[config.mk]
export PLATFORM = sky130hd
export DESIGN_NAME = pncs_dist_pipe
export DESIGN_NICKNAME = d
export VERILOG_FILES = /design/src/rtl/core/pncs_pkg.sv /design/src/rtl/core/pncs_dist_pipe.sv
export SDC_FILE = /design/constraint.sdc
export NUM_CORES = 1
export LEC_CHECK = 0
export ABC_CLOCK_PERIOD_IN_PS = 6120
export BUFFER_PORTS_ARGS = -buffer_cell sky130_fd_sc_hd__buf_2
export CORE_ASPECT_RATIO = 0.5
export CORE_MARGIN = 1.5
export CORE_UTILIZATION = 55
export CTS_BUF_LIST = sky130_fd_sc_hd__clkbuf_16
export DETAILED_ROUTE_END_ITERATION = 6
export MAX_ROUTING_LAYER = met4
export PLACE_DENSITY_LB_ADDON = 0.08
export SLEW_MARGIN = 30
export SYNTH_ARGS = -nofsm -noshare
export SYNTH_HDL_FRONTEND = slang
export SYNTH_SLANG_ARGS = --single-unit
[constraint.sdc]
create_clock -name clk -period 6.12 [get_ports clk]
set_clock_uncertainty 0.1 [all_clocks]
set_input_delay 0 -clock clk [delete_from_list [all_inputs] [get_ports clk]]
set_output_delay 0 -clock clk [all_outputs]
set_load 0.005 [all_outputs]
[src/rtl/core/pncs_pkg.sv]
// Shared types, constants and helper functions for the palette nearest color search unit.
// No dependencies; every other file of the block but the stream interface uses this package.
package pncs_pkg;

    // Default configuration
    localparam int PALETTE_ENTRIES = 256;
    localparam int CHANNEL_BITS    = 8;

    // Fixed field widths of the item channels
    localparam int IDX_FIELD_W  = 8;
    localparam int CH_FIELD_W   = 8;
    localparam int DIST_FIELD_W = 18;

    // Reset palette layout: 6x6x6 cube, then white with an alpha ramp
    localparam int CUBE_SIDE = 6;
    localparam int CUBE_TOP  = 5;
    localparam int RAMP_DIV  = 39;
    localparam int RAMP_BIAS = 19;

    typedef enum logic {
        OP_LOOKUP = 1'b0,
        OP_WRITE  = 1'b1
    } op_t;

    typedef enum logic [2:0] {
        ST_INIT,
        ST_IDLE,
        ST_SCAN,
        ST_DRAIN,
        ST_HOLD
    } state_t;

    typedef struct packed {
        op_t                    operation;
        logic [IDX_FIELD_W-1:0] entry_index;
        logic [CH_FIELD_W-1:0]  red;
        logic [CH_FIELD_W-1:0]  green;
        logic [CH_FIELD_W-1:0]  blue;
        logic [CH_FIELD_W-1:0]  alpha;
    } req_item_t;

    typedef struct packed {
        logic [IDX_FIELD_W-1:0]  nearest_index;
        logic [DIST_FIELD_W-1:0] nearest_distance;
    } rsp_item_t;

    // Sideband that travels with each palette read through the distance pipe
    typedef struct packed {
        logic vld;
        logic first;
        logic last;
    } scan_tag_t;

    // Cube level k of the reset palette, rounded to nearest; elaboration only
    function automatic int cube_level(int k, int cmax);
        return (k * cmax + CUBE_TOP / 2) / CUBE_TOP;
    endfunction

endpackage

[src/rtl/core/pncs_dist_pipe.sv]
// Distance pipe: squares the four channel differences of each palette read,
// sums them and keeps the running best entry. Depends on pncs_pkg.
module pncs_dist_pipe #(
    parameter int PALETTE_ENTRIES = pncs_pkg::PALETTE_ENTRIES,
    parameter int CHANNEL_BITS    = pncs_pkg::CHANNEL_BITS,
    localparam int IDX_W          = $clog2(PALETTE_ENTRIES),
    localparam int ENTRY_W        = 4 * CHANNEL_BITS,
    localparam int DIST_W         = 2 * CHANNEL_BITS + 2
) (
    input  logic                clk,
    input  logic                rst_n,
    input  pncs_pkg::scan_tag_t tag,
    input  logic [IDX_W-1:0]    idx,
    input  logic [ENTRY_W-1:0]  color,
    input  logic [ENTRY_W-1:0]  rd_data,
    output logic                res_vld,
    output logic [IDX_W-1:0]    best_idx,
    output logic [DIST_W-1:0]   best_dist
);

    localparam int CB = CHANNEL_BITS;
    localparam int SQ_W = 2 * CB;

    pncs_pkg::scan_tag_t tag1_reg, tag2_reg;
    logic [IDX_W-1:0]    idx1_reg, idx2_reg;
    logic [SQ_W-1:0]     sq_reg [4];
    logic [DIST_W-1:0]   sum;
    logic [DIST_W-1:0]   best_dist_reg;
    logic [IDX_W-1:0]    best_idx_reg;
    logic                res_vld_reg;

    // Square one channel difference per lane; register before the sum
    for (genvar k = 0; k < 4; k++)
    begin : g_lane
        logic [CB-1:0] a_ch;
        logic [CB-1:0] b_ch;
        logic [CB-1:0] abs_diff;

        assign a_ch     = color[k*CB +: CB];
        assign b_ch     = rd_data[k*CB +: CB];
        assign abs_diff = (a_ch >= b_ch) ? (a_ch - b_ch) : (b_ch - a_ch);

        always_ff @(posedge clk)
        begin
            sq_reg[k] <= SQ_W'(abs_diff * abs_diff);
        end
    end

    assign sum = DIST_W'(sq_reg[0]) + DIST_W'(sq_reg[1])
               + DIST_W'(sq_reg[2]) + DIST_W'(sq_reg[3]);

    // Align the read tag with the RAM output and the square stage
    always_ff @(posedge clk or negedge rst_n)
    begin
        if (!rst_n)
        begin
            tag1_reg    <= '0;
            tag2_reg    <= '0;
            res_vld_reg <= 1'b0;
        end
        else
        begin
            tag1_reg    <= tag;
            tag2_reg    <= tag1_reg;
            res_vld_reg <= tag2_reg.vld && tag2_reg.last;
        end
    end

    always_ff @(posedge clk)
    begin
        idx1_reg <= idx;
        idx2_reg <= idx1_reg;
    end

    // Keep the best: first read seeds it, later reads replace only when strictly closer
    always_ff @(posedge clk)
    begin
        if (tag2_reg.vld && (tag2_reg.first || (sum < best_dist_reg)))
        begin
            best_dist_reg <= sum;
            best_idx_reg  <= idx2_reg;
        end
    end

    assign res_vld   = res_vld_reg;
    assign best_idx  = best_idx_reg;
    assign best_dist = best_dist_reg;

endmodule

==> out/results.ini <==
[grt]
overflow = 0
grt_pass1_wl_mm = 47.3
grt_pass1_vias = 10300
antenna_found_initial = 0
grtUsageTotal = 0.237
grt_max_degree = 27

[timing]
rsz0062_at_grt = false
min_period_ns = 5.82
finalSetupViolCount = 0
finalCritPeriodShare = 0.950
finalHoldViolCount = 0
tightest_slew_ns = 0.680
timing.fmax_ghz = 0.172
slew_violations = 0
worst_slew_margin_rel = 0.534

[layout]
finalNonFillerCells = 1932
syn_to_final_growth_pct = 15.4
final_nets = 2053
largest_register_ffs = 60
insertedDiodeCount = 0
fin_area_um2 = 15300
finish.utilization = 0.660
fillers = 1925
drive_gt1_frac = 0.164

[critical_path]
path_delay_family = adder cells
crit_buf_inv = 5
worst_setup_path_start_kind = primary input
critPathRequiredTime_ns = 6.27
cp_slowest_cell = fa_1
critPathMaxFanout = 8
worstSetupPathType = primary input to flip-flop
cp-end-kind = flip-flop
arrival_ns = 5.97
crit_path_frequent_cell = fa_1
cpPeakStageDelay_ns = 0.55

[synthesis]
synth_area_leaders = fa_1, ha_1, dfxtp_1, inv_1, edfxtp_1
syn_avg_cell_area_um2 = 9.40
yosysTopAreaCell = fa_1
yosysSeqAreaShare = 0.187
yosysTopAreaCellShare = 0.208
synthTopCellsByCount = inv_1, ha_1, fa_1
synth_edf_count = 26
netlist_instances = 1412
ys_warn_count = 0
yosysUniqueCellTypes = 80
synth_seq_cells = 109
ys.flop_type = dfxtp_1
synth-async-reset-ratio = 0.0642
synth_most_common_cell = inv_1
mappedNetlistArea_um2 = 13300

[cts]
cts_tree = yes
numClockSinks = 109
clk_pin_slew_ns = 0.08
cts_buffers = 9
clock-root-buffer = clkbuf_16
clkLatencyLatePin_ns = 0.36
cts_buffer_depth = 2
htree_levels = 3

[job]
maxCapViolCount = 0

[drt]
drt_wl_total_mm = 27.3
first_pass_iters = 5
wl_met3_mm = 1.03
drcViolationCount = 0
vias = 9812
drt_iter0_markers = 373
routedWlPerCell_um = 14.1
ant_nets = 0
wl_met2_mm = 12.5
viasPerCell = 5.08
routed.top_layer = met4
wl_met1_mm = 13.5

[status]
outcome = complete, no violations

[floorplan]
std_cell_rows = 39
die_y_um = 113
io_pins = 104
die_area_um2 = 25100
core_area_um2 = 23200
start_util = 0.572
die_x_um = 223

[placement]
port-buffer-count = 103
placed_area_um2 = 14800
hpwl_mm = 23.8
globalplace.congestion = 0.908
place_inst = 1901

[min_path]
hold_class = primary input to flip-flop

-- per-stage QoR --
step | hold WS (ns) | TNS (ns) | setup slack [ns]
after CTS | 0.0607 | 0 | 0.193
after floorplan | -0.396 | 0 | 0.162
after detailed placement | -0.248 | -0.490 | -0.172
after global placement | -0.249 | 0 | 0.0298
final | 0.0729 | 0 | 0.304
after global routing | 0.0781 | 0 | 0.0000266
-- path summary, 6_finish.rpt --
check / start / endpoint / slack [ns] / cells past startpoint
worst min register to register: idx1_reg[5] / idx2_reg[5] / 0.23 / 0
worst max register to register: sq_reg[1][2] / best_idx[7] / 0.47 / 21
worst min-delay path: rd_data[0] / sq_reg[0][0] / 0.07 / 4
worst max-delay path: color[8] / sq_reg[1][15] / 0.30 / 26
max in group asynchronous: rst_n / res_vld / 5.15 / 3
min in group asynchronous: rst_n / tag2_reg[2] / 0.51 / 3
-- routing by layer --
layer / GRT usage / up-vias
li1: - / 4983
met1: 0.315 / 4644
met2: 0.394 / 165
met3: 0.0322 / 20
met4: 0.0376 / 0
met5: - / -
-- layout make-up --
| cell class | count | area, um^2 | area share |
|---|---|---|---|
| Clock buffer | 9 | 225 | 0.0147 |
| Clock inverter | 7 | 86.3 | 0.00564 |
| Inverter | 286 | 1070 | 0.0701 |
| Multi-Input combinational cell | 999 | 9680 | 0.632 |
| Sequential cell | 109 | 2480 | 0.162 |
| Tap cell | 307 | 384 | 0.0251 |
| Timing Repair Buffer | 215 | 1390 | 0.0907 |
-- repair_timing --
| action | in CTS | in global routing |
|---|---|---|
| hold endpoints to repair | 18 | 0 |
| endpoints found under the setup margin | 0 | 7 |
| resized for setup | 0 | 9 |
| setup buffers | 0 | 2 |
| hold buffers | 13 | 0 |
-- logic make-up (layout without fill, tap and decap cells) --
kind of cell | Yosys count | count (layout) | synth area share
DFF | 109 | 109 | 0.187
xor gates and xnor gates | 104 | 104 | 0.0768
AOI/OAI and AO/OA | 235 | 235 | 0.116
and+or+nand+nor | 281 | 281 | 0.101
other | 1 | 3 | 0.000282
muxes | 20 | 20 | 0.0174
adders and majority gates | 356 | 356 | 0.414
buffers and inverters | 306 | 517 | 0.0879
-- worst register-to-register path, cell delays in order (launching register included) --
cell      delay [ns]
dfxtp_1         0.32
inv_1           0.09
fa_1            0.57
inv_1           0.06
fa_1            0.48
fa_1            0.42
a21o_1          0.19
a21oi_1         0.26
o21bai_1        0.10
a21oi_1         0.31
o21ai_0         0.23
o21ai_0         0.27
o21a_1          0.20
xnor2_1         0.18
ha_1            0.30
a21o_1          0.19
a21o_1          0.19
a21oi_1         0.17
nand3_1         0.09
a21oi_1         0.13
a211o_1         0.12
buf_4           0.34
-- layout by cell type, fill, tap and decap left out, drive strengths merged, types with 38 or more instances in the layout --
master  count
fa        138
a21o       38
o21ai      40
nand2      38
dfxtp      76
inv       290
nor2      129
a21oi      84
buf       202
ha        218
xnor2      72
Power is not shown: default switching activity piles up to over one toggle a cycle in this logic, so the estimate is an artifact.
